==> src/rtl/assert_macros.svh <==
// Assertion helpers shared by the RTL; each expects clk and rst_n in scope.
`ifndef ASSERT_MACROS_SVH
`define ASSERT_MACROS_SVH

// Same-cycle implication.
`define ASSERT_NOW(lbl, ante, cons, msg) \
    lbl: assert property (@(posedge clk) disable iff (!rst_n) (ante) |-> (cons)) \
        else $error(msg);

// Next-cycle implication.
`define ASSERT_NEXT(lbl, ante, cons, msg) \
    lbl: assert property (@(posedge clk) disable iff (!rst_n) (ante) |=> (cons)) \
        else $error(msg);

`endif

==> src/rtl/slfd_pkg.sv <==
package slfd_pkg;

    localparam int LEN_BITS = 16;
    localparam int CFG_BITS = 16;
    localparam int IDX_BITS = 2;

    localparam logic [CFG_BITS-1:0] START_MARKER_RST = 16'd16018;
    localparam logic [CFG_BITS-1:0] END_MARKER_RST   = 16'd16108;
    localparam logic [CFG_BITS-1:0] MAX_PAYLOAD_RST  = 16'hFFFF;

    typedef enum logic [IDX_BITS-1:0] {
        REG_START_MARKER = 2'd0,
        REG_END_MARKER   = 2'd1,
        REG_MAX_PAYLOAD  = 2'd2
    } reg_idx_t;

    typedef enum logic [2:0] {
        KIND_DATA     = 3'd0,
        KIND_OK       = 3'd1,
        KIND_BAD_ST   = 3'd2,
        KIND_BAD_END  = 3'd3,
        KIND_TOO_LONG = 3'd4
    } kind_t;

    typedef enum logic [6:0] {
        PH_START_LO = 7'b000_0001,
        PH_START_HI = 7'b000_0010,
        PH_LEN_LO   = 7'b000_0100,
        PH_LEN_HI   = 7'b000_1000,
        PH_PAYLOAD  = 7'b001_0000,
        PH_END_LO   = 7'b010_0000,
        PH_END_HI   = 7'b100_0000
    } phase_t;

endpackage

==> src/rtl/sig_length_frame_decoder.sv <==
// A byte transferred on s_* is held in the input register, then its result is loaded into the
// result register and driven on m_*. Throughput: one byte per cycle while the result register
// has room; a byte that yields no result never waits on m_tready.
// Reset (rst_n, async, active low): hunt for the start marker, clear all valid
// flags and restore the register defaults (start 16018, end 16108, max 65535).
`include "assert_macros.svh"

module sig_length_frame_decoder
    import slfd_pkg::*;
(
    input  logic                clk,
    input  logic                rst_n,
    // configuration write port
    input  logic                cfg_we,
    input  logic [IDX_BITS-1:0] cfg_index,
    input  logic [CFG_BITS-1:0] cfg_data,
    // received byte stream
    input  logic                s_tvalid,
    output logic                s_tready,
    input  logic [7:0]          s_tdata,    // [7:0] rx_byte
    // result stream
    output logic                m_tvalid,
    input  logic                m_tready,
    output logic [7:0]          m_tdata,    // [7:0] data
    output logic [2:0]          m_tuser     // [2:0] kind
);

    // Configuration registers
    logic [CFG_BITS-1:0] start_marker_reg;
    logic [CFG_BITS-1:0] end_marker_reg;
    logic [CFG_BITS-1:0] max_payload_reg;

    // Input register
    logic       in_valid_reg;
    logic [7:0] in_byte_reg;

    // Deframer state
    phase_t              phase_reg, phase_next;
    logic [7:0]          held_reg, held_next;
    logic [LEN_BITS-1:0] remain_reg, remain_next;

    // Result register
    logic       out_valid_reg;
    logic [7:0] out_data_reg;
    kind_t      out_kind_reg;

    // Combinational result of the byte in the input register
    logic       res_valid;
    kind_t      res_kind;
    logic [7:0] res_data;
    logic [15:0] word;
    logic       len_fits;
    logic       in_fire;
    logic       s_fire;
    logic       out_free;

    // Register writes land at once; an index past the list is dropped.
    always_ff @(posedge clk or negedge rst_n)
    begin
        if (!rst_n)
        begin
            start_marker_reg <= START_MARKER_RST;
            end_marker_reg   <= END_MARKER_RST;
            max_payload_reg  <= MAX_PAYLOAD_RST;
        end
        else if (cfg_we)
        begin
            if (cfg_index == REG_START_MARKER)
                start_marker_reg <= cfg_data;
            else if (cfg_index == REG_END_MARKER)
                end_marker_reg <= cfg_data;
            else if (cfg_index == REG_MAX_PAYLOAD)
                max_payload_reg <= cfg_data;
        end
    end

    // Marker and length words arrive low byte first.
    assign word = {in_byte_reg, held_reg};

    // A length must also fit the payload counter.
    assign len_fits = ((32'(word)) >> LEN_BITS) == 32'd0;

    always_comb
    begin
        phase_next  = phase_reg;
        held_next   = held_reg;
        remain_next = remain_reg;
        res_valid   = 1'b0;
        res_kind    = KIND_DATA;
        res_data    = 8'd0;
        unique case (phase_reg)
            PH_START_HI:
            begin
                if (word == start_marker_reg)
                    phase_next = PH_LEN_LO;
                else
                begin
                    // slide the window: newest byte becomes the candidate low byte
                    held_next = in_byte_reg;
                    res_valid = 1'b1;
                    res_kind  = KIND_BAD_ST;
                end
            end
            PH_LEN_LO:
            begin
                held_next  = in_byte_reg;
                phase_next = PH_LEN_HI;
            end
            PH_LEN_HI:
            begin
                if (word > max_payload_reg || !len_fits)
                begin
                    phase_next = PH_START_LO;
                    res_valid  = 1'b1;
                    res_kind   = KIND_TOO_LONG;
                end
                else
                begin
                    remain_next = LEN_BITS'(word);
                    // zero length skips straight to the end marker
                    phase_next  = (word == 16'd0) ? PH_END_LO : PH_PAYLOAD;
                end
            end
            PH_PAYLOAD:
            begin
                remain_next = remain_reg - 1'b1;
                if (remain_next == '0)
                    phase_next = PH_END_LO;
                res_valid = 1'b1;
                res_kind  = KIND_DATA;
                res_data  = in_byte_reg;
            end
            PH_END_LO:
            begin
                held_next  = in_byte_reg;
                phase_next = PH_END_HI;
            end
            PH_END_HI:
            begin
                phase_next = PH_START_LO;
                res_valid  = 1'b1;
                res_kind   = (word == end_marker_reg) ? KIND_OK : KIND_BAD_END;
            end
            default:
            begin
                // start low byte, and any stray code
                held_next  = in_byte_reg;
                phase_next = PH_START_HI;
            end
        endcase
    end

    // Advance the input register when its result has room, or it makes none.
    assign out_free = !out_valid_reg || m_tready;
    assign in_fire  = in_valid_reg && (out_free || !res_valid);
    assign s_tready = !in_valid_reg || in_fire;
    assign s_fire   = s_tvalid && s_tready;

    always_ff @(posedge clk or negedge rst_n)
    begin
        if (!rst_n)
        begin
            in_valid_reg  <= 1'b0;
            out_valid_reg <= 1'b0;
            phase_reg     <= PH_START_LO;
            held_reg      <= 8'd0;
            remain_reg    <= '0;
        end
        else
        begin
            if (s_fire)
                in_valid_reg <= 1'b1;
            else if (in_fire)
                in_valid_reg <= 1'b0;

            if (in_fire)
            begin
                phase_reg  <= phase_next;
                held_reg   <= held_next;
                remain_reg <= remain_next;
            end

            if (in_fire && res_valid)
                out_valid_reg <= 1'b1;
            else if (m_tready)
                out_valid_reg <= 1'b0;
        end
    end

    // Payload registers: hold the byte and the result until transfer.
    always_ff @(posedge clk)
    begin
        if (s_fire)
            in_byte_reg <= s_tdata;
        if (in_fire && res_valid)
        begin
            out_kind_reg <= res_kind;
            out_data_reg <= res_data;
        end
    end

    assign m_tvalid = out_valid_reg;
    assign m_tdata  = out_data_reg;
    assign m_tuser  = out_kind_reg;

    `ASSERT_NOW(a_phase_onehot, 1'b1, $onehot(phase_reg), "phase lost its one-hot code")
    `ASSERT_NOW(a_payload_count, phase_reg == PH_PAYLOAD, remain_reg != '0,
        "payload phase with no bytes remaining")
    `ASSERT_NEXT(a_payload_result, in_fire && phase_reg == PH_PAYLOAD,
        m_tvalid && m_tuser == KIND_DATA, "payload byte did not reach the result register")
    `ASSERT_NOW(a_verdict_zero, m_tvalid && m_tuser != KIND_DATA, m_tdata == 8'd0,
        "verdict result carries nonzero data")

endmodule
==> config.mk <==
export PLATFORM = sky130hd
export DESIGN_NAME = sig_length_frame_decoder
export DESIGN_NICKNAME = d
export VERILOG_FILES = /design/src/rtl/slfd_pkg.sv /design/src/rtl/sig_length_frame_decoder.sv
export VERILOG_INCLUDE_DIRS = /design/src /design/src/rtl
export SDC_FILE = /design/constraint.sdc
export NUM_CORES = 1
export LEC_CHECK = 0
export ABC_AREA = 1
export ABC_CLOCK_PERIOD_IN_PS = 3400
export BUFFER_PORTS_ARGS = -buffer_cell sky130_fd_sc_hd__buf_2
export CORE_ASPECT_RATIO = 1.2
export CORE_MARGIN = 4
export CORE_UTILIZATION = 50
export DETAILED_ROUTE_END_ITERATION = 6
export MAX_ROUTING_LAYER = met4
export PLACE_DENSITY_LB_ADDON = 0.12
export SYNTH_ARGS = -nofsm -noshare
export SYNTH_HDL_FRONTEND = slang
export SYNTH_SLANG_ARGS = --single-unit
export TNS_END_PERCENT = 50
==> constraint.sdc <==
create_clock -name clk -period 3.4 [get_ports clk]
set_input_delay 0.34 -clock clk [delete_from_list [all_inputs] [get_ports clk]]
set_output_delay 0.34 -clock clk [all_outputs]
set_load 0.05 [all_outputs]
==> results by group <==
Run status
  – Status: finished clean

Timing
  – Rel. slew slack: 24.2%
  – # setup viols final: 0
  – Min cycle time layout: 2.97 ns
  – Final hold vios: 0
  – Final Max Tran Viols: 0
  – Worst-Margin Slew: 1.13 ns
  – Fmax: 0.336 GHz
  – RSZ-0062 raised after global routing: false
  – Clk_skew: 0.0127 ns
  – Slack of the critical path: 0.426 ns
  – Final Cycle Share: 87.5%
  – Post-Route Setup TNS: 0 ns

Synth
  – Synthesis Warnings: 0
  – Synth Flop Type: dfrtp_1
  – Avg Inst Size Synth: 7.94 um2
  – Largest family of logic cells by synthesized area: simple AND/OR/NAND/NOR gates
  – Synth area leaders: dfrtp_1 (20%), dfstp_2 (16%), nand2_1 (15%)
  – Synth Area in Simple Gates: 29.3%
  – Post-Syn Area: 5640 um2
  – Async SR Flop Fraction: 81.0%
  – Adder-cell share of the synthesized area: 4.00%
  – XOR/XNOR Fraction of Synth Area: 3.88%
  – Post-synth EDFFs: 19
  – Post-synthesis mux area share: 0%
  – Compound-gate portion of the synthesized area: 7.95%
  – Library cells used by synthesis: 39
  – Part of the Yosys area used for sequential elements: 46.9%
  – Yosys top cell area share: 20.4%
  – Syn_nets: 759
  – Synth area leader: dfrtp_1
  – Synth Register Bits: 100
  – Post-Syn Instances: 710

Place
  – Inst Count DP: 864
  – Post-DP HPWL: 10.2 mm
  – IO Port Bufs: 43
  – Post-DP Area: 5920 um2
  – Gpl congestion: 0.917
  – Placement Setup Slack: 0.586 ns

Critical path
  – Top delay family on crit path: simple AND/OR/NAND/NOR gates
  – CP Class: reg -> out
  – Most frequent cell on the critical path: nand3_1
  – Peak per-stage delay on the critical path: 0.58 ns
  – CP Data Arrival Time: 2.63 ns
  – CP Launch Type: flop
  – Reg-to-Reg End: m_tdata[2]
  – Worst path slowest cell: edfxtp_1
  – R2r setup slk: 0.54 ns
  – RR Startpoint: in_byte_reg[5]
  – Cells along the critical path: ha_1 -> nand2_1 -> nor3_1 -> nand3_1 -> nand3_1 -> nand3_4 -> nand3_1 -> buf_2
  – R2r worst-path depth: 9
  – Crit. End Element: output port
  – CP Data Required Time: 3.06 ns
  – Critical path buffer and inverter count: 1
  – CP Max Fanout: 7
  – Worst Setup SP: in_byte_reg[5]

Die
  – Rows: 42
  – Die H: 124 um
  – I/O pins: 44
  – Die extent in x: 105 um
  – Core box area: 11,000 um2
  – Die Area: 13,000 um2
  – Initial Utilization: 51.1%

Hold path
  – Worst hold endpoint: in_byte_reg[6]
  – Worst min path class: in -> reg
  – Hold Path Stages: 1
  – HP Start: s_tdata[6]

Drt
  – Max Used Layer: met4
  – Vias per cell: 5.36
  – Avg WL per Cell: 15.6 um
  – Via count: 4,715
  – TritonRoute pass-1 iters: 5
  – WL met1: 5.84 mm
  – Met2 wire len: 6.91 mm
  – Final antenna-violating net count: 0
  – Met3 routed WL: 626 um
  – DRC Markers: 0
  – WL final: 13.7 mm
  – DRT iter0 DRCs: 232

Clocking
  – CTS H-tree lvls: 3
  – Post-CTS setup buffer count: 0
  – Post-CTS sizing: 0
  – Clock-pin slew on the worst setup and hold paths: 0.07 ns
  – Latest clock arrival within the worst-skew pair: 0.36 ns
  – Clk sink count: 100
  – Root Buffer: clkbuf_16
  – CTS tree: done
  – Total CTS buffers: 9
  – Hold-fix buffers, CTS: 0
  – Clock Path Buffers: 2

Pwr
  – Peak VDD IR: 0.000308 V
  – Clock network power share: 19.4%
  – Internal: 2.81 mW
  – Combinational cell fraction of total power: 41.7%
  – Sw frac: 44.0%
  – Pwr Density: 808 nW/um2
  – Sequential power share: 38.9%
  – P_sw: 2.20 mW
  – Leakage Power: 3.04 nW

Global routing
  – Pin count of the biggest net entering global routing: 82
  – First-pass GRT wire length: 22.6 mm
  – Initial antenna violation count: 0
  – Global Route Usage Sum: 22.4%
  – Total gr overflow: 0
  – Vias in the first global route: 4,556

Cells and area
  – Non-filler cells, final: 880
  – Post-layout util: 56.2%
  – ANT cells: 0
  – Share of cells above drive strength 1: 15.2%
  – Area Overhead vs Synth: 9.97%
  – Nets: 792
  – Final instance area: 6200 um2

Run
  – Max Cap Viol: 0
cells by family after synthesis:
| family | after synthesis |
|---|---|
| xor gates and xnor gates | 25 |
| buffers and inverters | 115 |
| DFF | 100 |
| AOI/OAI and AO/OA | 87 |
| and+or+nand+nor | 365 |
| adders and majority gates | 18 |
worst register-to-register path, cell delays in order (launching register included):
cell and delay, ns:
edfxtp_1 0.58, ha_1 0.39, nand2_1 0.08, nor3_1 0.24, nand3_1 0.14, nand3_1 0.26
nand3_4 0.16, nand2_8 0.23, nand3_1 0.13, inv_1 0.33
Yosys cell counts, drive strengths merged, types with 6 or more instances:
master / count
a21oi: 7
buf: 6
clkbuf: 16
dfrtp: 46
dfstp: 35
edfxtp: 19
ha: 18
inv: 92
nand2: 223
nand3: 22
nand4: 39
nor2: 58
nor4: 8
o21ai: 76
xnor2: 13
xor2: 12
layout by cell type, fill, tap and decap left out, types with 3 or more instances in the layout:
cell type  instances
nor4_1             8
nor3_1             4
edfxtp_1          19
inv_1             85
buf_2             42
clkbuf_16          9
nand3b_1           4
nand2_1          219
inv_2              7
dfstp_2           35
o21ai_0           76
ha_1              18
nand4_1           39
dfrtp_1           46
nor2_2             3
nand3_4            3
nor2_1            54
xnor2_1           13
xor2_1            12
clkinv_1           3
nand3_1           17
a21oi_1            7
through the flow:
stage,hold WS (ns),power (mW)
final,0.158,5.01
after global routing,0.149,5.42
after CTS,0.147,5.03
after detailed placement,0.464,4.04
after global placement,0.463,3.99
after floorplan,0.0444,3.50
power groups by stage:
stage          logic, mW  registers (mW)  clock network [mW]
6_report            2.09            1.95               0.972
3_5_place_dp        2.08            1.96                   0
4_1_cts             2.09            1.95               0.996
2_1_floorplan       1.50            2.00                   0
3_3_place_gp        2.03            1.96                   0
5_1_grt             2.38            1.99                1.05
routing by layer:
layer	up-vias	global-route usage, %
met5	-	-
met4	0	8.88
met3	25	3.42
met2	136	36.5
met1	2184	28.1
li1	2370	-
worst max path at each step:
stage / to / slack (ns) / cells after the start
final: s_tready / 0.43 / 8
after global routing: s_tready / 0.26 / 12
after CTS: s_tready / 0.44 / 12
after detailed placement: m_tdata[2] / 0.59 / 9
after global placement: m_tdata[2] / 0.67 / 9
after floorplan: in_byte_reg[0] / 0.76 / 10
cell type report:
class	count	area [um2]
Timing Repair Buffer	44	225
Tap cell	132	165
Fill cell	1058	4840
Inverter	93	349
Multi-Input combinational cell	495	2540
Clock buffer	10	239
Clock inverter	6	37.5
Sequential cell	100	2640
(Power assumes the default switching activity.)
